[config.mk]
export PLATFORM = sky130hd
export DESIGN_NAME = dhp_ctrl
export DESIGN_NICKNAME = d
export VERILOG_FILES = /design/src/hdl/dhp_pkg.sv /design/src/hdl/dhp_ctrl.sv
export SDC_FILE = /design/constraint.sdc
export NUM_CORES = 1
export LEC_CHECK = 0
export BUFFER_PORTS_ARGS = -buffer_cell sky130_fd_sc_hd__buf_4
export CORE_AREA = 2 2 39 41
export DETAILED_ROUTE_END_ITERATION = 16
export DIE_AREA = 0 0 41 43
export GPL_TIMING_DRIVEN = 0
export PLACE_DENSITY_LB_ADDON = 0.15
export SLEW_MARGIN = 5
export SYNTH_ARGS = -nofsm -noshare
export SYNTH_HDL_FRONTEND = slang
export SYNTH_SLANG_ARGS = --single-unit
[constraint.sdc]
create_clock -name clk -period 2.4 [get_ports clk]
set_input_delay 0.24 -clock clk [delete_from_list [all_inputs] [get_ports clk]]
set_output_delay 0.24 -clock clk [all_outputs]
set_load 0.01 [all_outputs]
[src/hdl/dhp_pkg.sv]
// ============================================================================
// dhp_pkg
// Shared types and constants for the double-hashing lookup table.
// ============================================================================
package dhp_pkg;

    localparam int TABLE_DEPTH = 256;
    localparam int KEY_WIDTH   = 32;
    localparam int HASH_W      = 32;
    localparam int POS_W       = $clog2(TABLE_DEPTH);
    localparam int SIZE_W      = POS_W + 1;
    localparam int DATA_W      = 32;
    localparam int PADDR_W     = 2;

    // remainder unit: bits retired per cycle and steps per 32-bit dividend
    localparam int REM_BITS    = 4;
    localparam int REM_STEPS   = HASH_W / REM_BITS;
    localparam int STEP_W      = $clog2(REM_STEPS);

    localparam logic REQ_LOOKUP = 1'b0;
    localparam logic REQ_WRITE  = 1'b1;

    localparam logic [PADDR_W-1:0] ADDR_TABLE_SIZE = 2'd0;
    localparam logic [SIZE_W-1:0]  TABLE_SIZE_RESET = SIZE_W'(TABLE_DEPTH);

    typedef enum logic [2:0] {
        ST_IDLE,
        ST_WRITE,
        ST_MISS,
        ST_MOD,
        ST_SEED,
        ST_READ,
        ST_CHECK
    } dhp_state_t;

    typedef struct packed {
        logic load;
        logic rem_step;
        logic seed;
        logic mem_write;
        logic mem_read;
        logic advance;
        logic finish_write;
        logic finish_hit;
        logic finish_miss;
    } dhp_cmd_t;

    typedef struct packed {
        logic size_zero;
        logic held_empty;
        logic held_match;
        logic last_probe;
    } dhp_status_t;

endpackage

[src/hdl/dhp_ctrl.sv]
// ============================================================================
// dhp_ctrl
// Sequencer for write, remainder setup and probe loop.
// ============================================================================
module dhp_ctrl
    import dhp_pkg::*;
(
    input  logic        clk,
    input  logic        rst_n,
    input  logic        start,
    input  logic        req_type,
    input  dhp_status_t status,
    output dhp_cmd_t    cmd,
    output logic        busy
);

    dhp_state_t        state_reg;
    dhp_state_t        state_next;
    logic [STEP_W-1:0] step_cnt_reg;
    logic [STEP_W-1:0] step_cnt_next;

    always_ff @(posedge clk or negedge rst_n)
    begin
        if (!rst_n)
        begin
            state_reg    <= ST_IDLE;
            step_cnt_reg <= '0;
        end
        else
        begin
            state_reg    <= state_next;
            step_cnt_reg <= step_cnt_next;
        end
    end

    always_comb
    begin
        state_next    = state_reg;
        step_cnt_next = step_cnt_reg;
        cmd           = '0;
        busy          = 1'b1;
        unique case (state_reg)
            ST_IDLE:
            begin
                busy = 1'b0;
                if (start)
                begin
                    cmd.load      = 1'b1;
                    step_cnt_next = '0;
                    if (req_type == REQ_WRITE)
                    begin
                        state_next = ST_WRITE;
                    end
                    else if (status.size_zero)
                    begin
                        state_next = ST_MISS;
                    end
                    else
                    begin
                        state_next = ST_MOD;
                    end
                end
            end
            ST_WRITE:
            begin
                cmd.mem_write    = 1'b1;
                cmd.finish_write = 1'b1;
                state_next       = ST_IDLE;
            end
            ST_MISS:
            begin
                cmd.finish_miss = 1'b1;
                state_next      = ST_IDLE;
            end
            ST_MOD:
            begin
                cmd.rem_step  = 1'b1;
                step_cnt_next = step_cnt_reg + STEP_W'(1);
                if (step_cnt_reg == STEP_W'(REM_STEPS - 1))
                begin
                    state_next = ST_SEED;
                end
            end
            ST_SEED:
            begin
                cmd.seed   = 1'b1;
                state_next = ST_READ;
            end
            ST_READ:
            begin
                cmd.mem_read = 1'b1;
                state_next   = ST_CHECK;
            end
            ST_CHECK:
            begin
                // empty test first: key zero must never report a hit
                if (status.held_empty)
                begin
                    cmd.finish_miss = 1'b1;
                    state_next      = ST_IDLE;
                end
                else if (status.held_match)
                begin
                    cmd.finish_hit = 1'b1;
                    state_next     = ST_IDLE;
                end
                else if (status.last_probe)
                begin
                    cmd.finish_miss = 1'b1;
                    state_next      = ST_IDLE;
                end
                else
                begin
                    cmd.advance = 1'b1;
                    state_next  = ST_READ;
                end
            end
            default:
            begin
                state_next = ST_IDLE;
            end
        endcase
    end

endmodule

==> metrics.md <==
| Metric | Value |
|---|---|
| Routability cong. | a little under 0.8 |
| Crit path capture type | output pin |
| Num ports | 18 |
| Final Cycle Share | between 60% and 70% |
| ANT cells | 0 |
| Count of cell types in the netlist | 24 |
| Final ANT Viol Nets | 0 |
| Area grow syn2layout | 42.6% |
| Dominant cells by area after synthesis | dfrtp_1 36%, ha_1 5.9%, nor2_1 5.3%, a21oi_1 4.7%, nor3_1 4.7% |
| Synthesis-stage register bit count | 6 |
| Total wire length | approximately 960 um |
| Total negative slack | 0 ns |
| Chip Width | between 40 and 50 um |
| Leak | ~0.31 nW |
| Global-route wire length before repair | between 1.5 and 2 mm |
| Power per Cell Area | 608 nW/um^2 |
| Cells after Synth | 50 |
| CP max FO | 10 |
| Worst skew pair latency | ~0.25 ns |
| Final setup fails | 0 |
| Rows | 14 |
| Slew Limit Headroom | between 80% and 90% |
| Htree depth | 1 |
| Post-layout minimum cycle time | around 1.6 ns |
| Fmax | 625 MHz |
| Clk root buf | clkbuf_4 |
| Vias/cell | 4.93 |
| Crit Path Class | reg -> out |
| Worst Max-Slew Pin Slew | roughly 0.26 ns |
| Sequential area share after synthesis | 35.5% |
| Die Ht | 43 um |
| Share of cells above drive strength 1 | a little under two fifths |
| CTS tree | yes |
| Initial DRC count | 4 |
| Initial Util | 30.6% |
| Crit path DAT | around 1.4 ns |
| Total of max-cap violations | 0 |
| Post-synth top area share | between 30% and 40% |
| Maximum VDD drop | 385 uV |
| Total track usage | 14.1% |
| Warnings from Yosys | 0 |
| Vias post-DR | between 400 and 500 |
| CTS-repair resized insts | 0 |
| Drt first pass iters | 4 |
| Area of the core | 1380 sq um |
| Syn nets | 60 |
| Fin area | just over 600 sq um |
| HPWL reported at the end of detailed placement | 770 um |
| Number of global-route vias before repair | around 370 |
| Placed inst area | around 570 sq um |
| Sink Count | 6 |
| Clock Pin Slew Worst Setup and Hold Paths | approximately 0.05 ns |
| Skew final | between 0.008 and 0.009 ns |
| Final number of hold-violating endpoints | 0 |
| Antenna violations before repair | 0 |
| Synth Cell Area | 423 sq um |
| Layout net count | slightly above 80 |
| Yosys top cell by area | dfrtp_1 |
| Final Max Tran Viols | 0 |
| Crit path launch type | flop |
| Pin count of the biggest net entering global routing | 11 |
| Remaining DRCs | 0 |
| Max clock buf depth | 2 |
| TritonCTS Buffers | 3 |
| RSZ-0062 raised after global routing | false |
| Outcome | finished clean |
| Worst EP required | around 2.2 ns |
| Grt total ovfl | 0 |
| Hold Path Class | in -> async |
| I/O Buffers | 17 |
| WL per Instance | ~11 um |
| Syn avg cell area | between 8 and 9 sq um |
| DIE AREA | between 1500 and 2000 sq um |
## cell type report
class	count	area [sq um]
inverters	3	11.3
plain buffers	4	25.0
flip-flops and latches	6	150
repair buffers	18	138
clock buffers	3	22.5
well taps	16	20.0
multi-input cells	37	236
fillers	159	781
## repair_timing
action,in CTS,in global routing
endpoints found under the setup margin,0,0
buffers inserted,0,0
endpoints found under the hold margin,6,0
hold buffers,1,0
## cells by family after synthesis
family / Yosys count / share of synthesized area [%]
AOI/OAI and AO/OA: 13 / 19.8
adders and majority gates: 2 / 5.92
buffers and inverters: 7 / 8.58
DFF: 6 / 35.5
and+or+nand+nor: 22 / 30.2
## critical path, cell delays in order, from the launching register on
cell and delay (ns):
dfrtp_1 0.42, buf_2 0.20, or3_1 0.35, buf_4 0.15
## report_power, final
part	leakage, nW	internal, W	switching, W
combinational	0.215	0.0000719	0.0000628
sequential	0.0807	0.000120	0.0000193
clock	0.0138	0.0000566	0.0000369
total	0.310	0.000248	0.000119
## routing by layer
layer / GRT usage (%) / up-vias / share of wire [%]
li1: - / 221 / -
met1: 19.3 / 198 / 47
met2: 17.8 / 10 / 46
met3: 9.42 / 0 / 7.4
met4: 4.00 / 0 / 0
met5: 0 / - / 0
## per-stage QoR
step	worst slack [ns]	hold slack [ns]	power, W	utilization [%]	cells
finish	0.799	0.333	0.000367	43.6	87
global route	0.696	0.324	0.000406	43.6	87
CTS	0.782	0.327	0.000375	43.6	87
detailed placement	1.05	0.0544	0.000276	41.2	83
global placement	1.06	0.0526	0.000274	41.2	83
floorplan	1.04	-0.0556	0.000218	-	50
## worst paths after layout
path	cells past startpoint	end	slack (ns)	startpoint
min in group clk	4	state_reg[0]	0.35	req_type
max reg2reg	4	state_reg[0]	1.14	step_cnt_reg[0]
min reg2reg	2	step_cnt_reg[0]	0.53	step_cnt_reg[0]
max in group asynchronous	2	state_reg[1]	1.94	rst_n
max	3	busy	0.80	state_reg[1]
min	2	step_cnt_reg[0]	0.33	rst_n
## synth_stat cells
master,n
buf_2,1
or3_4,1
dfrtp_1,6
and3b_1,1
nor3_1,4
o21a_1,1
a22o_1,1
nor2_1,6
inv_1,3
nand2_1,1
and2b_1,1
buf_4,2
or3_1,2
nand2b_1,2
nor3b_1,1
a21oi_1,4
ha_1,2
or3b_4,1
a21oi_2,1
o21ai_0,4
clkbuf_2,1
nand3_1,2
o32ai_1,1
o311a_1,1
## layout by cell type (no fill, tap or decap), types with 3 or more instances in the layout
cell type and n:
inv_1 3, o21ai_0 4, nor3_1 4, buf_4 19, dfrtp_1 6, clkbuf_4 3
a21oi_1 4, nor2_1 6
No activity file was read; power rests on OpenSTA's default activity.
